==> src/rtl/sff_ram.sv <==
module sff_ram #(
   parameter int WIDTH = 16,
   parameter int DEPTH = 16
) (
   input  logic                     clock,
   input  logic                     wr_en,
   input  logic [$clog2(DEPTH)-1:0] wr_addr,
   input  logic [WIDTH-1:0]         wr_data,
   input  logic [$clog2(DEPTH)-1:0] rd_addr,
   output logic [WIDTH-1:0]         rd_data
);

   logic [WIDTH-1:0] mem_ff [DEPTH];
   logic [WIDTH-1:0] rd_data_ff;

   always_ff @(posedge clock) begin
      if (wr_en) begin
         mem_ff[wr_addr] <= wr_data;
      end
      rd_data_ff <= mem_ff[rd_addr];
   end

   assign rd_data = rd_data_ff;

endmodule

==> config.mk <==
export PLATFORM = sky130hd
export DESIGN_NAME = sff_ram
export DESIGN_NICKNAME = d
export VERILOG_FILES = /design/src/rtl/sff_ram.sv
export SDC_FILE = /design/constraint.sdc
export NUM_CORES = 1
export LEC_CHECK = 0
export BUFFER_PORTS_ARGS = -buffer_cell sky130_fd_sc_hd__buf_2
export CELL_PAD_IN_SITES_DETAIL_PLACEMENT = 0
export CELL_PAD_IN_SITES_GLOBAL_PLACEMENT = 1
export CORE_MARGIN = 1
export CORE_UTILIZATION = 35
export DETAILED_ROUTE_END_ITERATION = 12
export PLACE_DENSITY_LB_ADDON = 0.08
export SETUP_SLACK_MARGIN = 0.02
export SLEW_MARGIN = 40
export SYNTH_ARGS = -nofsm -noshare
export SYNTH_HDL_FRONTEND = slang
export SYNTH_SLANG_ARGS = --single-unit
==> constraint.sdc <==
create_clock -name clock -period 2.2 [get_ports clock]
set_input_delay 0.22 -clock clock [delete_from_list [all_inputs] [get_ports clock]]
set_output_delay 0.22 -clock clock [all_outputs]
set_load 0.02 [all_outputs]
==> results.toml, run 1 <==
[synth]
yosys.area.top_type = "edfxtp_1"
synth.ff_latch_count = 272
synth_fp_nets = 458
synth_edf_count = 256
ys_seq_area_frac = 0.797
synth_top_area_share = 0.765
syn-cell-area_um2 = 10000
syn-instance-count = 432
synth_warnings = 0
synthFlopType = "edfxtp_1"
synth.distinct_cells = 19
synthTopCellsByArea = "edfxtp_1, mux4_2, dfxtp_1"
avgSynthCellArea_um2 = 23.2
synth_async_sr_flop_share = 0

[clock_network]
h-tree-depth = 1
clockBufferDepth = 3
clk_pin_slew_ns = 0.06
cts_resized = 0
cts_buffers = 30
clock_insertion_delay_worst_skew_ns = 0.54
clock_sinks = 272
cts_setup_buffers = 0
cts.root.buffer_cell = "clkbuf_16"
cts_hold_buf = 0
cts_tree = "done"

[run]
maxCapViolCount = 0

[timing]
final.setup.tns_ns = 0
finalSetupViolations = 0
fin_crit_sh = 0.623
tightest_slew_ns = 0.605
rsz0062_at_grt = "no"
worst_slack_ns = 0.830
fin_crit_ns = 1.37
slew_headroom = 0.596
clock.fmax_mhz = 730
fin_worst_skew_ns = 0.00697
hold_viol = 0
slew_violations = 0

[detailed_routing]
post-route-drc-count = 0
first_pass_iters = 6
via_count = 4633
wl_um = 23000
drtIter0Drc = 459
viasPerCell = 5.07
wl_per_cell_um = 25.2
ant_nets = 0

[place]
port-buffer-count = 41
post-place-cells = 856
place_area_um2 = 11000
place_ws_ns = 0.481
dp_hpwl_um = 12200
place.gp.congestion = 0.662

[setup_path]
criticalPathCategory = "reg2reg"
path_max_fanout = 1
arrival_ns = 1.80
rrSetupSlack_ns = 0.83
cp.required_ns = 2.63
crit_path_end_kind = "flop"
start_kind = "flop"

[pwr]
vdd.ir_drop.worst_mv = 0.523
power.density_nw_per_um2 = 937
p_leak_nw = 3.88

[die]
core_um2 = 28000
num_io_pins = 42
dieArea_um2 = 29400
die_w_um = 171
fp.dieH_um = 171
rows = 61
start_util = 0.359

[global_routing]
grt_pass1_vias = 4932
antenna_found_initial = 0
grt_pass1_wl_um = 33700
grt_start_max_net_pins = 35
grt-ovfl-total = 0
grtUsageTotal = 0.165

[status]
status = "completed"

[layout]
final_cell_area_um2 = 11900
finalNetCount = 536
drive_gt1_frac = 0.350
finalNonFillerCells = 913
area_delta_synth_final_pct = 18.7

[worst_hold_path]
hold_path_class = "in2reg"
## synth_stat cells (4+ instances only)
| cell | instances |
|---|---|
| nand2_1 | 17 |
| a22oi_1 | 32 |
| mux4_2 | 54 |
| clkbuf_1 | 8 |
| nor2_1 | 13 |
| nor3_1 | 4 |
| buf_6 | 4 |
| dfxtp_1 | 16 |
| edfxtp_1 | 256 |
| mux4_1 | 10 |
## power by group
part | leakage, nW | switching, W | total (W) | internal, W
Combinational | 0.958 | 0.000344 | 0.000573 | 0.000229
Clock | 0.477 | 0.00192 | 0.00478 | 0.00286
Sequential | 2.45 | 0.0000323 | 0.00583 | 0.00579
## cell type report
class	instances	area, um2
clock buffer	45	878
antenna	1	2.50
multi-input combinational	139	1980
sequential	272	8010
fill	2437	16100
clock inverter	11	81.3
timing repair buffer	67	503
tap	378	473
## sequential cells by signal, summed over array words and instances, names as in the netlist
| register | flops |
|---|---|
| rd_data | 16 |
| mem_ff | 256 |
## critical path, stage by stage, from the launching register on
cell and delay, ns:
edfxtp_1 0.38, mux4_2 0.48, a22oi_1 0.31, nand2_1 0.08
## kinds of logic (layout without fill, tap and decap cells)
logic type	after synthesis	count (layout)	share of synthesized area
flops	272	272	0.797
other cells	0	1	0
buf+inv	21	123	0.0123
compound gates	32	32	0.0239
simple gates	43	43	0.0192
mux	64	64	0.147
## through the flow
stage	hold slack [ns]	power [W]	util
2_1_floorplan	0.319	0.00625	-
3_3_place_gp	0.590	0.00651	0.391
3_5_place_dp	0.604	0.00653	0.391
4_1_cts	0.0206	0.0113	0.426
5_1_grt	0.0369	0.0116	0.426
6_report	0.0464	0.0112	0.426
## routing by layer
metal | share of wire | global-route usage | vias up | wire (um)
met3 | 0.061 | 0.0260 | 24 | 1410
met4 | 0.013 | 0.0369 | 0 | 300
met1 | 0.45 | 0.239 | 2483 | 10300
met2 | 0.48 | 0.264 | 124 | 11000
met5 | 0 | 0 | - | 0
li1 | - | - | 2002 | -
## placed cells by master (no fill, tap or decap)
cell type    n
buf_4       19
and2_2       1
nand2b_1     2
nor3_2       3
nor2b_2      2
nand3b_1     2
nor3_4       1
mux4_2      54
buf_12       8
clkinv_4     1
nand2_1     17
nand3_1      1
clkinv_1     2
a22oi_1     32
bufinv_16    1
dfxtp_1     16
or3b_2       1
clkinv_2     7
edfxtp_1   256
clkbuf_1     9
clkbuf_16   31
clkbuf_8     5
mux4_1      10
diode_2      1
nor2_2      13
buf_2       40
## final timing paths
| check | from | endpoint | cells after the start |
|---|---|---|---|
| worst min register to register | mem_ff[14][11]$_DFFE_PP_ | rd_data[11]$_DFF_P_ | 3 |
| worst max-delay path | mem_ff[3][13]$_DFFE_PP_ | rd_data[13]$_DFF_P_ | 3 |
| worst min-delay path | wr_data[12] | mem_ff[4][12]$_DFFE_PP_ | 1 |
| worst max register to register | mem_ff[3][13]$_DFFE_PP_ | rd_data[13]$_DFF_P_ | 3 |
Power figures use the tool's default switching activity.
==> run 2, diff against run 1 <==
ABC_AREA = 1   (was not set)
clock period = 1.3 ns   (was 2.2 ns; I/O delays follow)
==> run 2 against run 1 <==
Against the previous run: die area rose by 13%; clock power up 100%; clock-buffer cell count decreased by 8; combinational power increased by 140%; critical path depth is 2 lower; final area is 17% higher; highest routed layer unchanged; area after synthesis increased by 13%; largest power group unchanged; utilization grew 1.1 points; worst hold slack worse by 0.039 ns; non-clock buffer count up 41; synthesized cell count rose by 150%; cell count up 78%.
==> results.toml, run 2 <==
[setup_path]
r2r-end = "rd_data[3]$_DFF_P_"
worst-path-buf-inv = 1
crit_chain = "buf_4"
reg2reg_depth = 6
critPathLaunch = "rd_data[5]$_DFF_P_"
cpMaxStageDelayCell = "dfxtp_2"
r2r-start = "mem_ff[4][3]$_DFFE_PP_"
rrSetupSlack_ns = 0.28
crit_path_end_kind = "output port"
path_max_fanout = 1
start_kind = "flop"
crit_end = "rd_data[5]"
cp.depth = 1
cp.required_ns = 1.17
criticalPathCategory = "reg2out"
arrival_ns = 1.13
cpPeakStageDelay_ns = 0.40
cp_top_family = "flip-flops"

[timing]
fin_worst_skew_ns = 0.0151
fin_crit_sh = 0.967
slew_violations = 0
finalSetupViolations = 0
hold_viol = 0
fin_crit_ns = 1.26
slew_headroom = 0.741
tightest_slew_ns = 0.389
rsz0062_at_grt = "no"
clock.fmax_mhz = 796

[clock_network]
cts_setup_buffers = 0
cts.root.buffer_cell = "clkbuf_16"
clockBufferDepth = 3
clk_pin_slew_ns = 0.06
cts_tree = "done"
clock_insertion_delay_worst_skew_ns = 0.56
cts_buffers = 31
clock_sinks = 272
h-tree-depth = 1

[synth]
yosys.area.top_type = "edfxtp_1"
yosysMostFrequentCell = "nand2_1"
synth_async_sr_flop_share = 0
synth_fp_nets = 1100
synthFlopType = "edfxtp_1"
synth.distinct_cells = 13
syn-cell-area_um2 = 11400
synth_edf_count = 256
syn-instance-count = 1074
synth_top_area_share = 0.675
synthTopCellsByArea = "edfxtp_1, nand2_1, nand3_1"
avgSynthCellArea_um2 = 10.6
synth_commonest_cells = "nand2_1, edfxtp_1, inv_1, nand3_1, buf_2"
ys_seq_area_frac = 0.704
synth.ff_latch_count = 272
synth_warnings = 0

[die]
dieArea_um2 = 33200
rows = 65
num_io_pins = 42
die_w_um = 182
core_um2 = 31800
fp.dieH_um = 182
start_util = 0.358

[worst_hold_path]
hold_path_class = "in2reg"

[global_routing]
grt_start_max_net_pins = 48
grt-ovfl-total = 0
grt_pass1_vias = 7234
antenna_found_initial = 1
grt_pass1_wl_um = 47000
grtUsageTotal = 0.193

[layout]
largest_reg_flops = 256
regMostFlops = "mem_ff"
area_delta_synth_final_pct = 22.1
final_cell_mix = "nand2_1, edfxtp_1, inv_1"
fillers = 3049
finalNetCount = 1190
layout_commonest_cell = "nand2_1"
final_util = 0.437
drive_gt1_frac = 0.141

[run]
maxCapViolCount = 0

[pwr]
vdd.ir_drop.worst_mv = 1.20
total_power_w = 0.0210
p_leak_nw = 5.93
power.density_nw_per_um2 = 1510

[detailed_routing]
post-route-drc-count = 0
ant_nets = 0
via_count = 7221
viasPerCell = 4.45
wl_um = 30800
drtIter0Drc = 400
wl_per_cell_um = 19.0
first_pass_iters = 5

[place]
dp_hpwl_um = 18600
port-buffer-count = 41
place.gp.congestion = 0.726

[status]
status = "completed"
## run 2: report_power, final
part	total, W	internal [W]	switching (W)
registers	0.00986	0.00980	0.0000591
clock network	0.00976	0.00624	0.00353
logic	0.00139	0.000459	0.000936
## run 2: what timing repair did
item / 4_1_cts / 5_1_grt
setup endpoints to repair: 1 / 0
gates resized for setup: 2 / 0
hold endpoints to repair: 190 / 0
hold buffers: 12 / 0
## run 2: per-stage QoR
stage | area (um2) | TNS, ns | hold WS (ns) | setup WS (ns) | std cells
after floorplan | 11400 | -20.68 | 0.229 | -0.130 | 1074
after global placement | 12600 | 0 | 0.546 | 0.0118 | 1554
after detailed placement | 12600 | -0.187 | 0.544 | -0.0180 | 1554
after CTS | 13900 | 0 | 0.00132 | 0.0257 | 1623
after global routing | 13900 | 0 | 0.00752 | 0.0222 | 1623
final | 13900 | 0 | 0.00751 | 0.0429 | 1624
## run 2: cells by family (layout without fill, tap and decap cells)
kind of cell | after synthesis | in the layout | share of synthesized area
and+or+nand+nor | 553 | 553 | 0.204
other | 0 | 1 | 0
DFF | 272 | 272 | 0.704
buffers and inverters | 249 | 363 | 0.0921
## run 2: cell type report
class	instances	area, um2	share of cell area
antenna	1	2.50	0.000180
clock buffer	37	858	0.0618
clock inverter	20	298	0.0214
inverter	198	746	0.0537
multi-input combinational	553	2360	0.170
sequential	272	8010	0.577
tap	435	544	0.0392
timing repair buffer	108	1070	0.0769
## run 2: worst register-to-register path: stages, from the launching register on
cell,delay (ns)
edfxtp_1,0.36
inv_1,0.06
nand2_1,0.05
nand3_1,0.06
nand3_1,0.11
nand3_1,0.11
nand2_1,0.12
## run 2: layer usage
layer,track usage,share of wire,vias to the layer above
met5,0,0,-
li1,-,-,3654
met2,0.328,0.48,95
met3,0.0279,0.034,40
met1,0.261,0.46,3432
met4,0.0437,0.020,0
## run 2: worst min path at each step
stage                     slack, ns          startpoint                        to  cells after the start
after floorplan                0.23          wr_data[0]    mem_ff[0][0]$_DFFE_PP_                      0
after global placement         0.55  rd_data[7]$_DFF_P_                rd_data[7]                      1
after detailed placement       0.54          wr_data[7]    mem_ff[0][7]$_DFFE_PP_                      1
after CTS                     0.001          wr_data[2]    mem_ff[3][2]$_DFFE_PP_                      1
after global routing          0.008         wr_data[14]  mem_ff[12][14]$_DFFE_PP_                      1
final                         0.008          wr_data[2]    mem_ff[4][2]$_DFFE_PP_                      1
