**config.mk**
```make
export PLATFORM = sky130hd
export DESIGN_NAME = sff_mac
export DESIGN_NICKNAME = d
export VERILOG_FILES = /design/src/rtl/sff_pkg.sv /design/src/rtl/sff_mac.sv
export SDC_FILE = /design/constraint.sdc
export NUM_CORES = 1
export LEC_CHECK = 0
export BUFFER_PORTS_ARGS = -buffer_cell sky130_fd_sc_hd__buf_2
export CORE_UTILIZATION = 49
export DETAILED_ROUTE_END_ITERATION = 16
export PLACE_DENSITY = 0.66
export RECOVER_POWER = 25
export SLEW_MARGIN = 10
export SYNTH_ARGS = -nofsm -noshare
export SYNTH_HDL_FRONTEND = slang
export SYNTH_SLANG_ARGS = --single-unit
```
**constraint.sdc**
```tcl
create_clock -name clock -period 7.45 [get_ports clock]
set_input_delay 0.745 -clock clock [delete_from_list [all_inputs] [get_ports clock]]
set_output_delay 0.745 -clock clock [all_outputs]
set_load 0.02 [all_outputs]
```
**src/rtl/sff_pkg.sv**
```systemverilog
package sff_pkg;

   // delay line
   localparam int RING_DEPTH = 1024;
   localparam int RING_AW    = $clog2(RING_DEPTH);

   // tap table
   localparam int MAX_TAPS = 16;
   localparam int TAP_AW   = $clog2(MAX_TAPS);
   localparam int TAP_CW   = TAP_AW + 1;

   // field widths
   localparam int SAMPLE_W = 16;
   localparam int LAG_W    = 10;
   localparam int SLOT_W   = 4;
   localparam int TAP_W    = SAMPLE_W + LAG_W;
   localparam int PROD_W   = 2 * SAMPLE_W;
   localparam int ACC_W    = 40;
   localparam int FRAC_W   = 15;

   // register port
   localparam int CSR_AW = 3;
   localparam int CSR_DW = 32;
   localparam logic [CSR_AW-1:0] ADDR_TAPS_IN_USE = CSR_AW'(0);
   localparam logic [TAP_CW-1:0] TAPS_RESET       = TAP_CW'(1);

   // commands
   localparam logic CMD_FILTER = 1'b0;
   localparam logic CMD_LOAD   = 1'b1;

   typedef struct packed {
      logic                       command;
      logic signed [SAMPLE_W-1:0] sample_in;
      logic [SLOT_W-1:0]          tap_slot;
      logic signed [SAMPLE_W-1:0] tap_weight;
      logic [LAG_W-1:0]           tap_lag;
   } req_type;

   typedef struct packed {
      logic signed [SAMPLE_W-1:0] filtered;
      logic                       clipped;
   } rsp_type;

   // sequencer to multiply-accumulate unit
   typedef struct packed {
      logic clear;   // new sample accepted, zero the accumulator
      logic valid;   // one tap beat reaches the unit
      logic add;     // beat carries a real product
      logic last;    // final tap of this sample
   } mac_ctl_type;

endpackage

```
**src/rtl/sff_mac.sv**
```systemverilog
module sff_mac (
   input  logic                                clock,
   input  logic                                reset,
   input  sff_pkg::mac_ctl_type                ctl,
   input  logic signed [sff_pkg::SAMPLE_W-1:0] weight,
   input  logic signed [sff_pkg::SAMPLE_W-1:0] sample,
   output logic                                done,
   output sff_pkg::rsp_type                    result
);

   import sff_pkg::*;

   // product stage
   logic signed [PROD_W-1:0] prod_ff, prod_in;
   logic                     prod_vld_ff, prod_last_ff;
   // accumulate stage
   logic signed [ACC_W-1:0]  acc_ff, acc_in;
   logic                     done_ff, done_in;
   logic                     sat_same;
   logic [ACC_W-1:0]         acc_bits;

   always_comb begin
      prod_in = ctl.add ? PROD_W'(weight * sample) : '0;
      if (ctl.clear) begin
         acc_in  = '0;
         done_in = 1'b0;
      end else if (prod_vld_ff) begin
         acc_in  = acc_ff + ACC_W'(prod_ff);
         done_in = done_ff | prod_last_ff;
      end else begin
         acc_in  = acc_ff;
         done_in = done_ff;
      end
   end

   always_ff @(posedge clock) begin
      if (reset) begin
         prod_vld_ff  <= 1'b0;
         prod_last_ff <= 1'b0;
         done_ff      <= 1'b0;
      end else begin
         prod_vld_ff  <= ctl.valid & ~ctl.clear;
         prod_last_ff <= ctl.last;
         done_ff      <= done_in;
      end
      prod_ff <= prod_in;
      acc_ff  <= acc_in;
   end

   // floor shift by FRAC_W is a bit slice; it fits 16 bits when the
   // upper bits all match the new sign bit
   assign acc_bits = acc_ff;
   assign sat_same = (acc_bits[ACC_W-1:FRAC_W+SAMPLE_W-1] == '0) ||
                     (acc_bits[ACC_W-1:FRAC_W+SAMPLE_W-1] == '1);

   always_comb begin
      result.clipped = ~sat_same;
      if (sat_same) begin
         result.filtered = acc_bits[FRAC_W+SAMPLE_W-1:FRAC_W];
      end else if (acc_bits[ACC_W-1]) begin
         result.filtered = {1'b1, {(SAMPLE_W-1){1'b0}}};
      end else begin
         result.filtered = {1'b0, {(SAMPLE_W-1){1'b1}}};
      end
   end

   assign done = done_ff;

endmodule

```
==> results.txt, run 1 <==
Status = finished with violations
Failing checks = max-capacitance violations, max-slew violations
Initial core utilization = 0.499
Achievable Freq = 150 MHz
DP HPWL = 26.4 mm
Reg2reg setup slack = 3.39 ns
P&R area growth vs syn = 5.86%
I/O pin cnt = 56
Ratio of final minimum period to clock period = 0.894
Post-CTS Resized = 0
First-pass GRT wire length = 56.4 mm
CP max FO = 16
Setup TNS Final = 0 ns
Routed len/inst = 16.2 um
Worst setup EP type = flop
Num rows = 62
Routed WL = 32.4 mm
Vias in the first global route = 11497
Seq/Total Area, Yosys = 0.105
Ys async rst share = 0
Top cells by count, synth = inv_1 (306), fa_1 (263), and2_1 (155)
Final setup vio count = 0
Initial DRC count = 567
Leading area contributor after synthesis = fa_1
DIE WIDTH = 173 um
R2R Path Start = prod_vld_ff$_SDFF_PP0_
Synthesized area per cell = 8.99 sq um
# Max-Cap Violations = 2
Synth cell types = 69
Reg-to-reg endpoint = acc_bits[39]$_SDFFE_PP0P_
Yosys synthesis warning count = 0
Seq cells post-synth = 75
Drt pass-1 iters = 5
Min-Delay Endpoint = acc_bits[8]$_SDFFE_PP0P_
Synth top area share = 0.367
Die height = 173 um
CTS tree = built
PortBufs = 55
Fillers = 2702
Hold path start = acc_bits[8]$_SDFFE_PP0P_
Most common cell in the netlist = inv_1
Fraction of layout cells with a size suffix above 1 = 0.0594
Final Hold Viols = 0
H-tree depth = 3
RePlAce Congestion = 0.862
Worst-Skew Late Latency = 0.35 ns
Top cells by area, synth = fa_1 (37%), ha_1 (11%), dfxtp_1 (10%)
Post-CTS setup buffer count = 0
Synth Net Count = 2017
Hold Buf Count CTS = 0
Gr usage total = 0.233
Post-layout util = 0.529
Initial antenna violation count = 1
Number of synthesized flops with an enable pin = 0
CTS Sinks = 75
Worst reg2reg path depth = 5
Worst rel slew slack = -0.485
Largest net degree at the start of global routing = 47
Final layout net count = 2032
Critical path class = in2reg
Crit path time final = 6.66 ns
Worst-Margin Slew = 2.23 ns
Startpoint types = input pin
Max Root-Sink Buffers = 2
Top FF cell, synth = dfxtp_1
Worst Skew = 0.00820 ns
Grt ovf = 0
Gate Count Post-Synth = 1595
Die footprint = 29900 sq um
Core area = 28700 sq um
RSZ-0062 raised after global routing = false
Root Buffer Master = clkbuf_16
Hold depth = 2
Antenna fix cells = 0
Num CTS Buffers = 9
Vias/cell = 5.27
Vias = 10527
CP arrival = 6.90 ns
Number of remaining DRC errors = 0
Clock slew at reported path FFs = 0.06 ns
Max Slew Vio Count = 90
Final ANT Viol Nets = 0
Worst endpoint required time = 7.69 ns
Hold crit path type = reg2reg
Syn Std Cell Area = 14300 sq um
[registers in the layout, indices dropped and copies added (netlist names)]
| signal | flops |
|---|---|
| acc_bits | 40 |
| prod_ff | 32 |
| done | 1 |
| prod_last_ff | 1 |
| prod_vld_ff | 1 |
[metal layers]
layer,track usage,up-vias,part of all wire
met4,0.0808,2,0.031
met5,0,-,0.00040
met3,0.0262,67,0.033
met1,0.283,5230,0.43
li1,-,5009,-
met2,0.427,219,0.51
[final cells by class]
class	instances	area, sq um	share of cell area
clock inverters	7	53.8	0.00355
clock buffers	9	225	0.0148
flip-flops and latches	75	1500	0.0990
repair buffers	57	284	0.0187
well taps	384	480	0.0317
multi-input cells	1161	11500	0.757
inverters	306	1150	0.0757
[cell families (layout without fill, tap and decap cells)]
| group | count (synthesis) | count (layout) | share of synthesized area |
|---|---|---|---|
| DFF | 75 | 75 | 0.105 |
| adders and majority gates | 384 | 384 | 0.473 |
| AOI/OAI and AO/OA | 221 | 221 | 0.110 |
| and+or+nand+nor | 470 | 470 | 0.164 |
| xor gates and xnor gates | 65 | 65 | 0.0397 |
| buffers and inverters | 359 | 379 | 0.0940 |
| muxes | 21 | 21 | 0.0148 |
[through the flow]
| step | worst slack [ns] | cell area (sq um) | instances | hold slack, ns |
|---|---|---|---|---|
| 2_1_floorplan | 1.01 | 14300 | 1595 | 0.453 |
| 3_3_place_gp | 0.587 | 14900 | 1983 | 0.477 |
| 3_5_place_dp | 0.504 | 14900 | 1983 | 0.489 |
| 4_1_cts | 0.859 | 15200 | 1999 | 0.499 |
| 5_1_grt | 0.425 | 15200 | 1999 | 0.524 |
| 6_report | 0.789 | 15200 | 1999 | 0.496 |
[critical path, stage by stage]
cell	delay, ns
clkbuf_1	0.61
nand2b_1	0.21
fa_1	0.43
fa_1	0.49
inv_1	0.05
fa_1	0.50
fa_1	0.43
fa_1	0.49
inv_1	0.05
fa_1	0.47
inv_1	0.04
ha_1	0.33
and3_1	0.25
and3_1	0.19
a32oi_1	0.16
o21ai_1	0.18
a211oi_4	0.34
o221ai_2	0.17
and3_4	0.21
a311oi_2	0.29
xnor2_1	0.10
and2_1	0.15
[cells in the final DEF (no fill, tap or decap), types with 7 or more instances in the layout]
cell type,synthesis,layout
a21oi_1,63,63
xnor2_1,49,49
dfxtp_1,75,75
nand3_1,10,10
clkbuf_16,0,9
and2_1,155,154
nor2b_1,8,8
o21bai_1,13,13
nand2_1,150,150
mux2i_1,20,20
fa_1,263,263
nand2b_1,12,12
ha_1,121,121
xor2_1,16,16
o21ai_0,24,25
nor2_1,87,87
nand4_1,9,9
a21o_1,41,41
a211oi_1,11,12
and3_1,7,7
inv_1,306,306
nor3_1,10,10
buf_2,0,50
[worst max path at each step]
| stage | start | to | slack, ns | cells past startpoint |
|---|---|---|---|---|
| 6_report | weight[0] | prod_ff[31]$_SDFF_PN0_ | 0.79 | 22 |
| 3_3_place_gp | sample[1] | prod_ff[31]$_SDFF_PN0_ | 0.59 | 22 |
| 3_5_place_dp | weight[7] | prod_ff[31]$_SDFF_PN0_ | 0.50 | 24 |
| 5_1_grt | weight[0] | prod_ff[31]$_SDFF_PN0_ | 0.42 | 22 |
| 4_1_cts | weight[7] | prod_ff[31]$_SDFF_PN0_ | 0.86 | 24 |
| 2_1_floorplan | sample[7] | prod_ff[31]$_SDFF_PN0_ | 1.01 | 24 |
Power of run 1 is not shown: default switching activity piles up to over one toggle a cycle in this logic, so the estimate is an artifact.
==> inputs of run 2 (changes only) <==
--- a/config.mk
+++ b/config.mk
@@ -7,6 +7,7 @@
 export LEC_CHECK = 0
 export BUFFER_PORTS_ARGS = -buffer_cell sky130_fd_sc_hd__buf_2
 export CORE_UTILIZATION = 49
+export CTS_BUF_LIST = sky130_fd_sc_hd__clkbuf_2 sky130_fd_sc_hd__clkbuf_4 sky130_fd_sc_hd__clkbuf_8
 export DETAILED_ROUTE_END_ITERATION = 16
 export PLACE_DENSITY = 0.66
 export RECOVER_POWER = 25
==> run 2 against run 1 <==
  * Critical path depth unchanged
  * Sequential cell count did not move
  * First-iteration DRC count is 14% lower
  * Routed wire length is 0.38% lower
  * The flow still finishes with violations (max-capacitance violations, max-slew violations)
  * Utilization fell by 0.35 points
  * Via count is 0.46% lower
  * Non-clock buffer count unchanged
  * Global-route usage fell by 0.077 points
  * Register-to-register slack better by 0.03 ns
  * Highest routed layer unchanged
  * Final area fell by 0.67%
  * Setup slack improved by 0.035 ns
==> results.txt, run 2 (same netlist as run 1, synthesis figures left out) <==
Routed len/inst = 16.1 um (was 16.2 um)
Crit-path cells = clkbuf_1 > nand2b_1 > fa_1 > fa_1 > inv_1 > fa_1 > fa_1 > fa_1 > inv_1 > fa_1 > inv_1 > ha_1 > and3_1 > and3_1 > a32oi_1 > o21ai_1 > a211oi_4 > o221ai_2 > and3_4 > a311oi_2 > xnor2_1 > and2_1 (unchanged)
I/O pin cnt = 56 (unchanged)
Vias = 10479 (was 10527)
Number of remaining DRC errors = 0 (unchanged)
DIE WIDTH = 173 um (unchanged)
Post-layout util = 0.525 (was 0.529)
Worst-Skew Late Latency = 0.37 ns (was 0.35 ns)
RSZ-0062 raised after global routing = false (unchanged)
CP arrival = 6.89 ns (was 6.90 ns)
Initial DRC count = 490 (was 567)
Worst-Margin Slew = 2.20 ns (was 2.23 ns)
Post-CTS Resized = 0 (unchanged)
Status = finished with violations (unchanged)
Routed WL = 32.3 mm (was 32.4 mm)
Crit path time final = 6.63 ns (was 6.66 ns)
Root Buffer Master = clkbuf_8 (was clkbuf_16)
Gr usage total = 0.232 (was 0.233)
Core area = 28700 sq um (unchanged)
Die footprint = 29900 sq um (unchanged)
Achievable Freq = 151 MHz (was 150 MHz)
Vias/cell = 5.24 (was 5.27)
Failing checks = max-capacitance violations, max-slew violations (unchanged)
Num CTS Buffers = 9 (unchanged)
RePlAce Congestion = 0.862 (unchanged)
Max FFs per register = 40 (unchanged)
Die height = 173 um (unchanged)
Initial antenna violation count = 1 (unchanged)
DP HPWL = 26.4 mm (unchanged)
Worst rel slew slack = -0.470 (was -0.485)
CP max stage delay = 0.59 ns (was 0.61 ns)
Ratio of final minimum period to clock period = 0.889 (was 0.894)
Final setup vio count = 0 (unchanged)
Hold crit path type = reg2reg (unchanged)
CP max FO = 16 (unchanged)
Setup TNS Final = 0 ns (unchanged)
PortBufs = 55 (unchanged)
CTS tree = built (unchanged)
Fillers = 2715 (was 2702)
Hold Buf Count CTS = 0 (unchanged)
Worst reg2reg path depth = 5 (unchanged)
Post-CTS setup buffer count = 0 (unchanged)
Max Root-Sink Buffers = 2 (unchanged)
Final Hold Viols = 0 (unchanged)
Slowest stage cell, crit path = clkbuf_1 (unchanged)
H-tree depth = 3 (unchanged)
Critical path class = in2reg (unchanged)
First-pass GRT wire length = 56.2 mm (was 56.4 mm)
Worst Skew = 0.0168 ns (was 0.00820 ns)
Startpoint types = input pin (unchanged)
CTS Sinks = 75 (unchanged)
Hold depth = 2 (unchanged)
Clock slew at reported path FFs = 0.08 ns (was 0.06 ns)
Num rows = 62 (unchanged)
Fraction of layout cells with a size suffix above 1 = 0.0594 (unchanged)
Final ANT Viol Nets = 0 (unchanged)
Worst setup EP type = flop (unchanged)
Largest net degree at the start of global routing = 47 (unchanged)
P&R area growth vs syn = 5.15% (was 5.86%)
Max Slew Vio Count = 90 (unchanged)
Grt ovf = 0 (unchanged)
Drt pass-1 iters = 5 (unchanged)
Most common cell after layout, fill and taps aside = inv_1 (unchanged)
Antenna fix cells = 0 (unchanged)
Most frequent cells in the layout = inv_1 (306), fa_1 (263), and2_1 (154) (unchanged)
Worst endpoint required time = 7.71 ns (was 7.69 ns)
Vias in the first global route = 11465 (was 11497)
# Max-Cap Violations = 2 (unchanged)
Final layout net count = 2032 (unchanged)
Initial core utilization = 0.499 (unchanged)
Most frequent CP cell = fa_1 (unchanged)
==> run 2: cell count changes in the layout (fill, tap and decap cells not counted) <==
cell	before	now
clkbuf_16	9	0
clkbuf_8	0	9
==> run 2: critical path: cells and delay by family <==
kind	cells	cell delay (ns)
buffers and inverters	4	0.73
XOR/XNOR	1	0.10
AO/OA/AOI/OAI	5	1.16
AND/OR/NAND/NOR	5	1.01
adder cells (fa/ha/maj)	7	3.14
==> run 2: per-layer routing <==
layer / vias to the layer above / global-route usage / part of all wire
met3: 60 / 0.0259 / 0.032
met1: 5206 / 0.283 / 0.43
met4: 2 / 0.0789 / 0.030
met5: - / 0 / 0.00040
met2: 205 / 0.426 / 0.51
li1: 5006 / - / -
==> run 2: area by class of cell <==
cell class	instances	area, sq um	area share
inverters	306	1150	0.0762
clock buffers	9	124	0.00822
well taps	384	480	0.0319
repair buffers	57	284	0.0188
clock inverters	7	53.8	0.00357
flip-flops and latches	75	1500	0.0996
multi-input cells	1161	11500	0.762
==> run 2: final timing paths <==
kind	start	to	slack, ns
worst max-delay path	weight[0]	prod_ff[31]$_SDFF_PN0_	0.82
worst min-delay path	acc_bits[11]$_SDFFE_PP0P_	acc_bits[11]$_SDFFE_PP0P_	0.50
worst max register to register	prod_vld_ff$_SDFF_PP0_	acc_bits[39]$_SDFFE_PP0P_	3.42
worst min register to register	acc_bits[11]$_SDFFE_PP0P_	acc_bits[11]$_SDFFE_PP0P_	0.50
==> run 2: metrics by stage <==
step           setup WS [ns]  area [sq um]  hold WS (ns)  instances
6_report               0.824         15100         0.501       1999
5_1_grt                0.468         15100         0.530       1999
4_1_cts                0.899         15100         0.502       1999
3_5_place_dp           0.504         14900         0.489       1983
3_3_place_gp           0.587         14900         0.477       1983
2_1_floorplan           1.01         14300         0.453       1595
Power of run 2 is left out for the same reason.
